**config.mk**
```make
export PLATFORM = sky130hd
export DESIGN_NAME = c_escape_sequence_decoder_top
export DESIGN_NICKNAME = d
export VERILOG_FILES = /design/src/rtl/cesd_pkg.sv /design/src/rtl/cesd_decode.sv /design/src/rtl/cesd_rq.sv /design/src/rtl/c_escape_sequence_decoder_top.sv
export VERILOG_INCLUDE_DIRS = /design/src /design/src/rtl
export SDC_FILE = /design/constraint.sdc
export NUM_CORES = 1
export LEC_CHECK = 0
export ABC_AREA = 1
export BUFFER_PORTS_ARGS = -buffer_cell sky130_fd_sc_hd__buf_2
export CORE_ASPECT_RATIO = 1.25
export CORE_UTILIZATION = 29
export DETAILED_ROUTE_END_ITERATION = 7
export SYNTH_ARGS = -nofsm -noshare
export SYNTH_HDL_FRONTEND = slang
export SYNTH_SLANG_ARGS = --single-unit
```
**constraint.sdc**
```tcl
create_clock -name clk -period 4.2 [get_ports clk]
set_clock_uncertainty 0.2 [all_clocks]
set_input_delay 0.63 -clock clk [delete_from_list [all_inputs] [get_ports clk]]
set_output_delay 0.63 -clock clk [all_outputs]
set_load 0.1 [all_outputs]
```
**src/rtl/c_escape_sequence_decoder_top_macros.svh**
```systemverilog
// ---------------------------------------------------------------------------
// C escape sequence decoder: assertion macros
// Shared concurrent assertion forms, clocked on clk and held off during reset.
// ---------------------------------------------------------------------------
`ifndef C_ESCAPE_SEQUENCE_DECODER_TOP_MACROS_SVH
`define C_ESCAPE_SEQUENCE_DECODER_TOP_MACROS_SVH

// Property that must hold at every edge outside reset.
`define CESD_ASSERT(label, prop, msg) \
	label: assert property (@(posedge clk) disable iff (!arst_n) (prop)) else $error(msg);

// Consequent checked in the cycle after the antecedent.
`define CESD_ASSERT_NEXT(label, ante, cons, msg) \
	label: assert property (@(posedge clk) disable iff (!arst_n) (ante) |=> (cons)) \
		else $error(msg);

`endif

```
**src/rtl/cesd_pkg.sv**
```systemverilog
// ---------------------------------------------------------------------------
// C escape sequence decoder: package
// Decoder modes, result records and character helpers.
// ---------------------------------------------------------------------------
package cesd_pkg;

	typedef enum logic [4:0] {
		MODE_TEXT = 5'b00001,
		MODE_ESC  = 5'b00010,
		MODE_OCT  = 5'b00100,
		MODE_HEX  = 5'b01000,
		MODE_SKIP = 5'b10000
	} mode_t;

	typedef struct packed {
		logic [7:0] data;
		logic       error;
		logic       last;
	} result_t;

	// Up to two results produced by one input byte
	typedef struct packed {
		result_t    res0;
		result_t    res1;
		logic [1:0] cnt;
	} push_t;

	localparam logic [7:0] BACKSLASH = 8'h5C;
	localparam logic [7:0] CHAR_X    = 8'h78;
	localparam logic [1:0] OCT_LAST  = 2'd2;  // digits held when the third arrives
	localparam logic [1:0] HEX_LAST  = 2'd1;  // digits held when the second arrives

	localparam int RQ_DEPTH = 4;
	localparam int RQ_AW    = 2;
	localparam int RQ_CW    = 3;

	function automatic logic [7:0] named_escape(input logic [7:0] b);
		logic [7:0] r;
		case (b)
			8'h61:   r = 8'd7;   // a
			8'h62:   r = 8'd8;   // b
			8'h66:   r = 8'd12;  // f
			8'h6E:   r = 8'd10;  // n
			8'h72:   r = 8'd13;  // r
			8'h74:   r = 8'd9;   // t
			8'h76:   r = 8'd11;  // v
			default: r = b;
		endcase
		return r;
	endfunction

	function automatic logic is_oct_digit(input logic [7:0] b);
		return b[7:3] == 5'b00110;
	endfunction

	// {valid, value}
	function automatic logic [4:0] hex_digit(input logic [7:0] b);
		logic [4:0] r;
		if (b >= 8'h30 && b <= 8'h39)
			r = {1'b1, b[3:0]};
		else if ((b >= 8'h41 && b <= 8'h46) || (b >= 8'h61 && b <= 8'h66))
			r = {1'b1, 4'(b[3:0] + 4'd9)};
		else
			r = 5'd0;
		return r;
	endfunction

endpackage

```
**src/rtl/cesd_decode.sv**
```systemverilog
// ---------------------------------------------------------------------------
// C escape sequence decoder: decode stage
// Input register, escape state and single-pass decode into up to two results.
// ---------------------------------------------------------------------------
module cesd_decode import cesd_pkg::*; (
	input  logic       clk,
	input  logic       arst_n,
	input  logic       in_valid,
	output logic       in_stall,
	input  logic [7:0] in_byte,
	input  logic       room,
	output push_t      push
);

	logic       valid_s1;
	logic [7:0] byte_s1;
	mode_t      mode_q, mode_d;
	logic [8:0] ev_q, ev_d;
	logic [1:0] dc_q, dc_d;
	logic       fire;
	logic       advance;
	logic       oct;
	logic [4:0] hex;
	logic [8:0] oct_v, hex_v;
	push_t      push_c;

	assign fire    = valid_s1 && room;
	assign advance = !valid_s1 || room;
	assign in_stall = !advance;

	always_ff @(posedge clk or negedge arst_n) begin
		if (!arst_n) begin
			valid_s1 <= 1'b0;
		end else if (advance) begin
			valid_s1 <= in_valid;
		end
	end

	always_ff @(posedge clk) begin
		if (advance && in_valid) begin
			byte_s1 <= in_byte;
		end
	end

	always_ff @(posedge clk or negedge arst_n) begin
		if (!arst_n) begin
			mode_q <= MODE_TEXT;
			ev_q   <= '0;
			dc_q   <= '0;
		end else if (fire) begin
			mode_q <= mode_d;
			ev_q   <= ev_d;
			dc_q   <= dc_d;
		end
	end

	assign oct   = is_oct_digit(byte_s1);
	assign hex   = hex_digit(byte_s1);
	assign oct_v = {ev_q[5:0], byte_s1[2:0]};
	assign hex_v = {ev_q[4:0], hex[3:0]};

	always_comb begin
		mode_d = mode_q;
		ev_d   = ev_q;
		dc_d   = dc_q;
		push_c = '0;
		unique case (mode_q)
			MODE_ESC: begin
				ev_d = '0;
				dc_d = '0;
				if (oct) begin
					ev_d   = {6'd0, byte_s1[2:0]};
					dc_d   = 2'd1;
					mode_d = MODE_OCT;
				end else if (byte_s1 == CHAR_X) begin
					mode_d = MODE_HEX;
				end else begin
					mode_d      = MODE_TEXT;
					push_c.res0 = '{named_escape(byte_s1), 1'b0, byte_s1 == 8'd0};
					push_c.cnt  = 2'd1;
				end
			end
			MODE_OCT, MODE_HEX: begin
				if ((mode_q == MODE_OCT) ? oct : hex[4]) begin
					if (dc_q >= ((mode_q == MODE_OCT) ? OCT_LAST : HEX_LAST)) begin
						ev_d       = '0;
						dc_d       = '0;
						push_c.cnt = 2'd1;
						if (mode_q == MODE_OCT && oct_v[8]) begin
							mode_d      = MODE_SKIP;
							push_c.res0 = '{8'd0, 1'b1, 1'b1};
						end else begin
							mode_d      = MODE_TEXT;
							push_c.res0 = '{(mode_q == MODE_OCT) ? oct_v[7:0] : hex_v[7:0],
								1'b0, 1'b0};
						end
					end else begin
						ev_d = (mode_q == MODE_OCT) ? oct_v : hex_v;
						dc_d = 2'(dc_q + 2'd1);
					end
				end else begin
					// Terminating byte: flush the value, then treat the byte as text
					ev_d        = '0;
					dc_d        = '0;
					push_c.res0 = '{ev_q[7:0], 1'b0, 1'b0};
					if (byte_s1 == BACKSLASH) begin
						mode_d     = MODE_ESC;
						push_c.cnt = 2'd1;
					end else begin
						mode_d      = MODE_TEXT;
						push_c.res1 = '{byte_s1, 1'b0, byte_s1 == 8'd0};
						push_c.cnt  = 2'd2;
					end
				end
			end
			MODE_SKIP: begin
				if (byte_s1 == 8'd0) begin
					mode_d = MODE_TEXT;
				end
			end
			default: begin
				ev_d = '0;
				dc_d = '0;
				if (byte_s1 == BACKSLASH) begin
					mode_d = MODE_ESC;
				end else begin
					mode_d      = MODE_TEXT;
					push_c.res0 = '{byte_s1, 1'b0, byte_s1 == 8'd0};
					push_c.cnt  = 2'd1;
				end
			end
		endcase
		if (!fire) begin
			push_c.cnt = 2'd0;
		end
	end

	assign push = push_c;

endmodule

```
**src/rtl/cesd_rq.sv**
```systemverilog
// ---------------------------------------------------------------------------
// C escape sequence decoder: result queue
// Four-entry queue taking up to two results a cycle and giving one per transfer.
// ---------------------------------------------------------------------------
`include "c_escape_sequence_decoder_top_macros.svh"

module cesd_rq import cesd_pkg::*; (
	input  logic       clk,
	input  logic       arst_n,
	input  push_t      push,
	output logic       room,
	output logic       out_valid,
	input  logic       out_stall,
	output logic [7:0] out_byte,
	output logic       error,
	output logic       last
);

	result_t          mem [RQ_DEPTH];
	logic [RQ_AW-1:0] wr_ptr_q;
	logic [RQ_AW-1:0] rd_ptr_q;
	logic [RQ_CW-1:0] count_q;
	logic             pop;

	assign out_valid = count_q != '0;
	assign pop       = out_valid && !out_stall;
	// Leave space for a two-result byte
	assign room      = count_q <= RQ_CW'(RQ_DEPTH - 2);

	always_ff @(posedge clk) begin
		if (push.cnt != 2'd0) begin
			mem[wr_ptr_q] <= push.res0;
		end
		if (push.cnt == 2'd2) begin
			mem[RQ_AW'(wr_ptr_q + 1'b1)] <= push.res1;
		end
	end

	always_ff @(posedge clk or negedge arst_n) begin
		if (!arst_n) begin
			wr_ptr_q <= '0;
			rd_ptr_q <= '0;
			count_q  <= '0;
		end else begin
			wr_ptr_q <= RQ_AW'(wr_ptr_q + RQ_AW'(push.cnt));
			rd_ptr_q <= RQ_AW'(rd_ptr_q + RQ_AW'(pop));
			count_q  <= RQ_CW'(count_q + RQ_CW'(push.cnt) - RQ_CW'(pop));
		end
	end

	assign out_byte = mem[rd_ptr_q].data;
	assign error    = mem[rd_ptr_q].error;
	assign last     = mem[rd_ptr_q].last;

	`CESD_ASSERT(a_rq_push_room, !(push.cnt != 2'd0 && !room), "rq: push without room")
	`CESD_ASSERT_NEXT(a_rq_count, 1'b1, count_q == RQ_CW'($past(count_q) + $past(RQ_CW'(push.cnt)) - $past(RQ_CW'(pop))), "rq: count lost track")
	`CESD_ASSERT(a_rq_err_last, !(push.cnt != 2'd0 && push.res0.error && !(push.res0.last && push.res0.data == 8'd0)), "rq: error result malformed")

endmodule

```
**src/rtl/c_escape_sequence_decoder_top.sv**
```systemverilog
// ---------------------------------------------------------------------------
// C escape sequence decoder: top level
// Decodes C backslash escapes in a zero-terminated byte stream.
// ---------------------------------------------------------------------------
// One raw byte is taken per transfer on the input and one decoded byte leaves
// per transfer on the output. Each accepted byte is decoded combinationally
// from its input register and yields zero, one or two results into a
// four-entry result queue; bytes are accepted every cycle while the queue has
// room for two results, so throughput is one byte per cycle and output-bound
// at one result per cycle while out_stall is low. The first result of a byte
// passes through the input register and is written into the queue before it
// becomes valid on the output. The terminating zero leaves with last set; an
// octal escape above 255 gives one result with error and last set, and the
// rest of that string, through its zero byte, is dropped.
module c_escape_sequence_decoder_top import cesd_pkg::*; (
	input  logic       clk,
	input  logic       arst_n,
	input  logic       in_valid,
	output logic       in_stall,
	input  logic [7:0] in_byte,
	output logic       out_valid,
	input  logic       out_stall,
	output logic [7:0] out_byte,
	output logic       error,
	output logic       last
);

	push_t push;
	logic  room;

	cesd_decode u_decode (
		.clk      (clk),
		.arst_n   (arst_n),
		.in_valid (in_valid),
		.in_stall (in_stall),
		.in_byte  (in_byte),
		.room     (room),
		.push     (push)
	);

	cesd_rq u_rq (
		.clk       (clk),
		.arst_n    (arst_n),
		.push      (push),
		.room      (room),
		.out_valid (out_valid),
		.out_stall (out_stall),
		.out_byte  (out_byte),
		.error     (error),
		.last      (last)
	);

endmodule
```
==> run_results.csv <==
group,metric,value,unit
sta,fin_crit_sh,0.806,
sta,hold_slack,0.0796,ns
placement,dpl.hpwl,8830,microns
setup_path,cp.buffers_inverters,3,
setup_path,crit_type,"reg2reg",
sta,grt_setup_unrepaired,"no",
floorplan,rows,50,
finish,stdcell_count,774,
outcome,outcome,"finished, violations left",
yosys,postSynthCellCount,561,
setup_path,critPathLaunchType,"register",
floorplan,die-area,15700,sq um
setup_path,r2r_start,"u_decode.byte_s1[0]",
clock_network,cts_max_level,3,
clock_network,cts.repair.resized,0,
global_route,overflow,0,
global_route,grt.met1_usage,0.178,
yosys,synth_edf_count,44,
clock_network,post-cts-setup-buffers,0,
floorplan,initial_core_util,0.296,
floorplan,core_area,14900,sq um
yosys,synth-compound-area-share,0.149,
setup_path,crit_family,"simple AND/OR/NAND/NOR gates",
routing,wl,11300,microns
pwr,p_leak,2.17,nW
sta,worst_pin_slew,0.856,ns
yosys,yosysSeqAreaShare,0.449,
floorplan,ios,24,
setup_path,slowest_delay,0.47,ns
setup_path,rr_worst_depth,16,
routing,drtAntennaViolNets,0,
setup_path,crit_required,3.99,ns
routing,viasPerCell,4.96,
setup_path,crit_arrival,3.17,ns
yosys,synth-adder-area-share,0.0386,
yosys,ys_ff_latch,71,
setup_path,worstSetupEndpointType,"register",
sta,hold_violations,0,
setup_path,r2r_end,"u_rq.mem[2][6]",
finish,antenna_cells,0,
global_route,track_usage,0.150,
placement,gp_congestion,0.915,
sta,max_freq,0.296,GHz
yosys,yosys.area_share.simple,0.280,
yosys,synth_top_area_cell,"edfxtp_1",
setup_path,cp_max_fo,26,
yosys,synthXorXnorAreaFrac,0.00994,
yosys,avgSynthCellArea,7.85,sq um
clock_network,cts_max_path_buffers,2,
setup_path,crit_slowest_cell,"edfxtp_1",
sta,drv_slew,0,
global_route,antenna_found_initial,0,
clock_network,ctsHoldBuffers,0,
pwr,power,3.90,mW
run,maxCapViolCount,0,
finish,layout-drive-gt1-share,0.130,
routing,wl_per_cell,14.6,microns
yosys,netlist_top_cells_count,"126 x nand2_1, 68 x nor2_1, 67 x o21ai_0, 59 x inv_1, 51 x nand3_1",
routing,drt-pass1-iter-count,6,
sta,period_minus_slack,3.38,ns
routing,drtIter0Drc,333,
yosys,synth_top_area_share,0.300,
floorplan,die_h,140,microns
yosys,synth_area,4410,sq um
finish,post-route-util,0.338,
outcome,failed_checks,"design-rule violations",
finish,fin_nets,612,
yosys,ys_async_sr_fraction,0.324,
sta,setup_viol,0,
routing,vias,3837,
yosys,yosysMostFrequentCell,"nand2_1",
clock_network,clk_pin_slew_worst_paths,0.06,ns
pwr,power.ir.vdd_worst,217,uV
pwr,p_per_area,775,nW/um^2
clock_network,clk_latency,0.34,ns
yosys,syn_nets,586,
global_route,grt_pass1_vias,3575,
yosys,ys_warn_count,0,
yosys,ys.flop_type,"edfxtp_1",
global_route,busiest_layer,"met2",
clock_network,cts_tree,"built",
placement,place_inst,758,
global_route,grt_util_met3,0.0266,
setup_path,r2r_slack,0.82,ns
global_route,grt_max_degree,27,
setup_path,cp_common_cell,"nand2_1",
yosys,synth_mux_area_frac,0,
setup_path,path_cells,"inv_1, ha_1, inv_2, nand3_1, inv_2, nor2_4, nand2_1, nand2_1, nand2_4, nand2_4, nand3_1, nand2_1, nand2_1, nand2_4, nand2_1, nand2_1",
floorplan,dieWidth,112,microns
yosys,synth.top_cells.by_area,"edfxtp_1 30%, dfrtp_1 12%, nand2_1 11%",
clock_network,cts_sinks,71,
yosys,synth_top_family_by_area,"simple AND/OR/NAND/NOR gates",
placement,port-buffer-count,23,
sta,slew_headroom,0.427,
finish,synthToLayoutAreaGrowth,14.1,%
global_route,grt_pass1_wl,18200,microns
yosys,synth.distinct_cells,43,
routing,drc,2,
clock_network,clockRootBuffer,"clkbuf_16",
clock_network,cts_made_buffers,9,
global_route,grt.met2_usage,0.258,
sta,tns,0,ns
hold_path,min_path_type,"in2async",
-- routing by layer --
| layer | vias up | wire [microns] |
|---|---|---|
| met2 | 83 | 5640 |
| met1 | 1796 | 4910 |
| li1 | 1935 | - |
| met4 | 0 | 413 |
| met5 | - | 0 |
| met3 | 23 | 344 |
-- area by class of cell --
type                    instances  area (sq um)
inverters                      71           267
flip-flops and latches         71          1980
repair buffers                 25           130
clock buffers                  10           239
well taps                     182           228
clock inverters                 6          83.8
fillers                      1580          9860
multi-input cells             409          2100
-- worst max path at each step --
stage | slack (ns) | startpoint | end | depth (start not counted)
after floorplan | 1.13 | u_rq.rd_ptr_q[0] | error | 4
after global placement | 0.94 | u_decode.byte_s1[0] | u_rq.mem[1][6] | 16
after detailed placement | 0.86 | u_decode.byte_s1[0] | u_rq.mem[3][8] | 16
after CTS | 0.82 | u_decode.byte_s1[0] | u_rq.mem[3][2] | 16
after global routing | 0.49 | u_decode.byte_s1[0] | u_rq.mem[2][6] | 16
final | 0.82 | u_decode.byte_s1[0] | u_rq.mem[2][6] | 16
-- stage by stage --
stage | setup slack [ns] | cell area, sq um
after CTS | 0.816 | 5030
after detailed placement | 0.864 | 4700
after global routing | 0.489 | 5030
final | 0.817 | 5030
after floorplan | 1.13 | 4410
after global placement | 0.938 | 4700
-- power by group --
group          internal (mW)  switching (mW)
clock network          0.534           0.295
registers              0.961           0.138
logic                  0.418            1.55
-- registers in the layout, indices dropped and copies added, names as in the netlist --
name               flops
u_rq.mem              40
u_decode.mode_q        5
u_decode.valid_s1      1
u_decode.ev_q          8
u_rq.wr_ptr_q          2
u_rq.rd_ptr_q          2
u_decode.byte_s1       8
u_rq.count_q           3
u_decode.dc_q          2
-- layout by cell type, fill, tap and decap left out, types with 3 or more instances in the layout --
cell type / synthesis / final
a21oi_1: 16 / 16
buf_2: 2 / 23
clkbuf_16: 0 / 9
clkinv_2: 0 / 3
dfrtp_1: 22 / 22
dfxtp_1: 4 / 4
edfxtp_1: 44 / 44
ha_1: 12 / 12
inv_1: 59 / 59
inv_2: 12 / 12
nand2_1: 126 / 126
nand2_2: 6 / 6
nand2_4: 4 / 4
nand3_1: 51 / 51
nor2_1: 68 / 68
nor2_4: 5 / 5
o211ai_1: 5 / 5
o21ai_0: 67 / 67
o21ai_1: 6 / 6
o22ai_1: 13 / 13
xor2_1: 3 / 3
-- logic make-up after synthesis --
group,Yosys count
xor+xnor,5
compound gates,118
flops,71
fa+ha+maj,13
simple gates,273
buf+inv,81
Power figures use the tool's default switching activity.
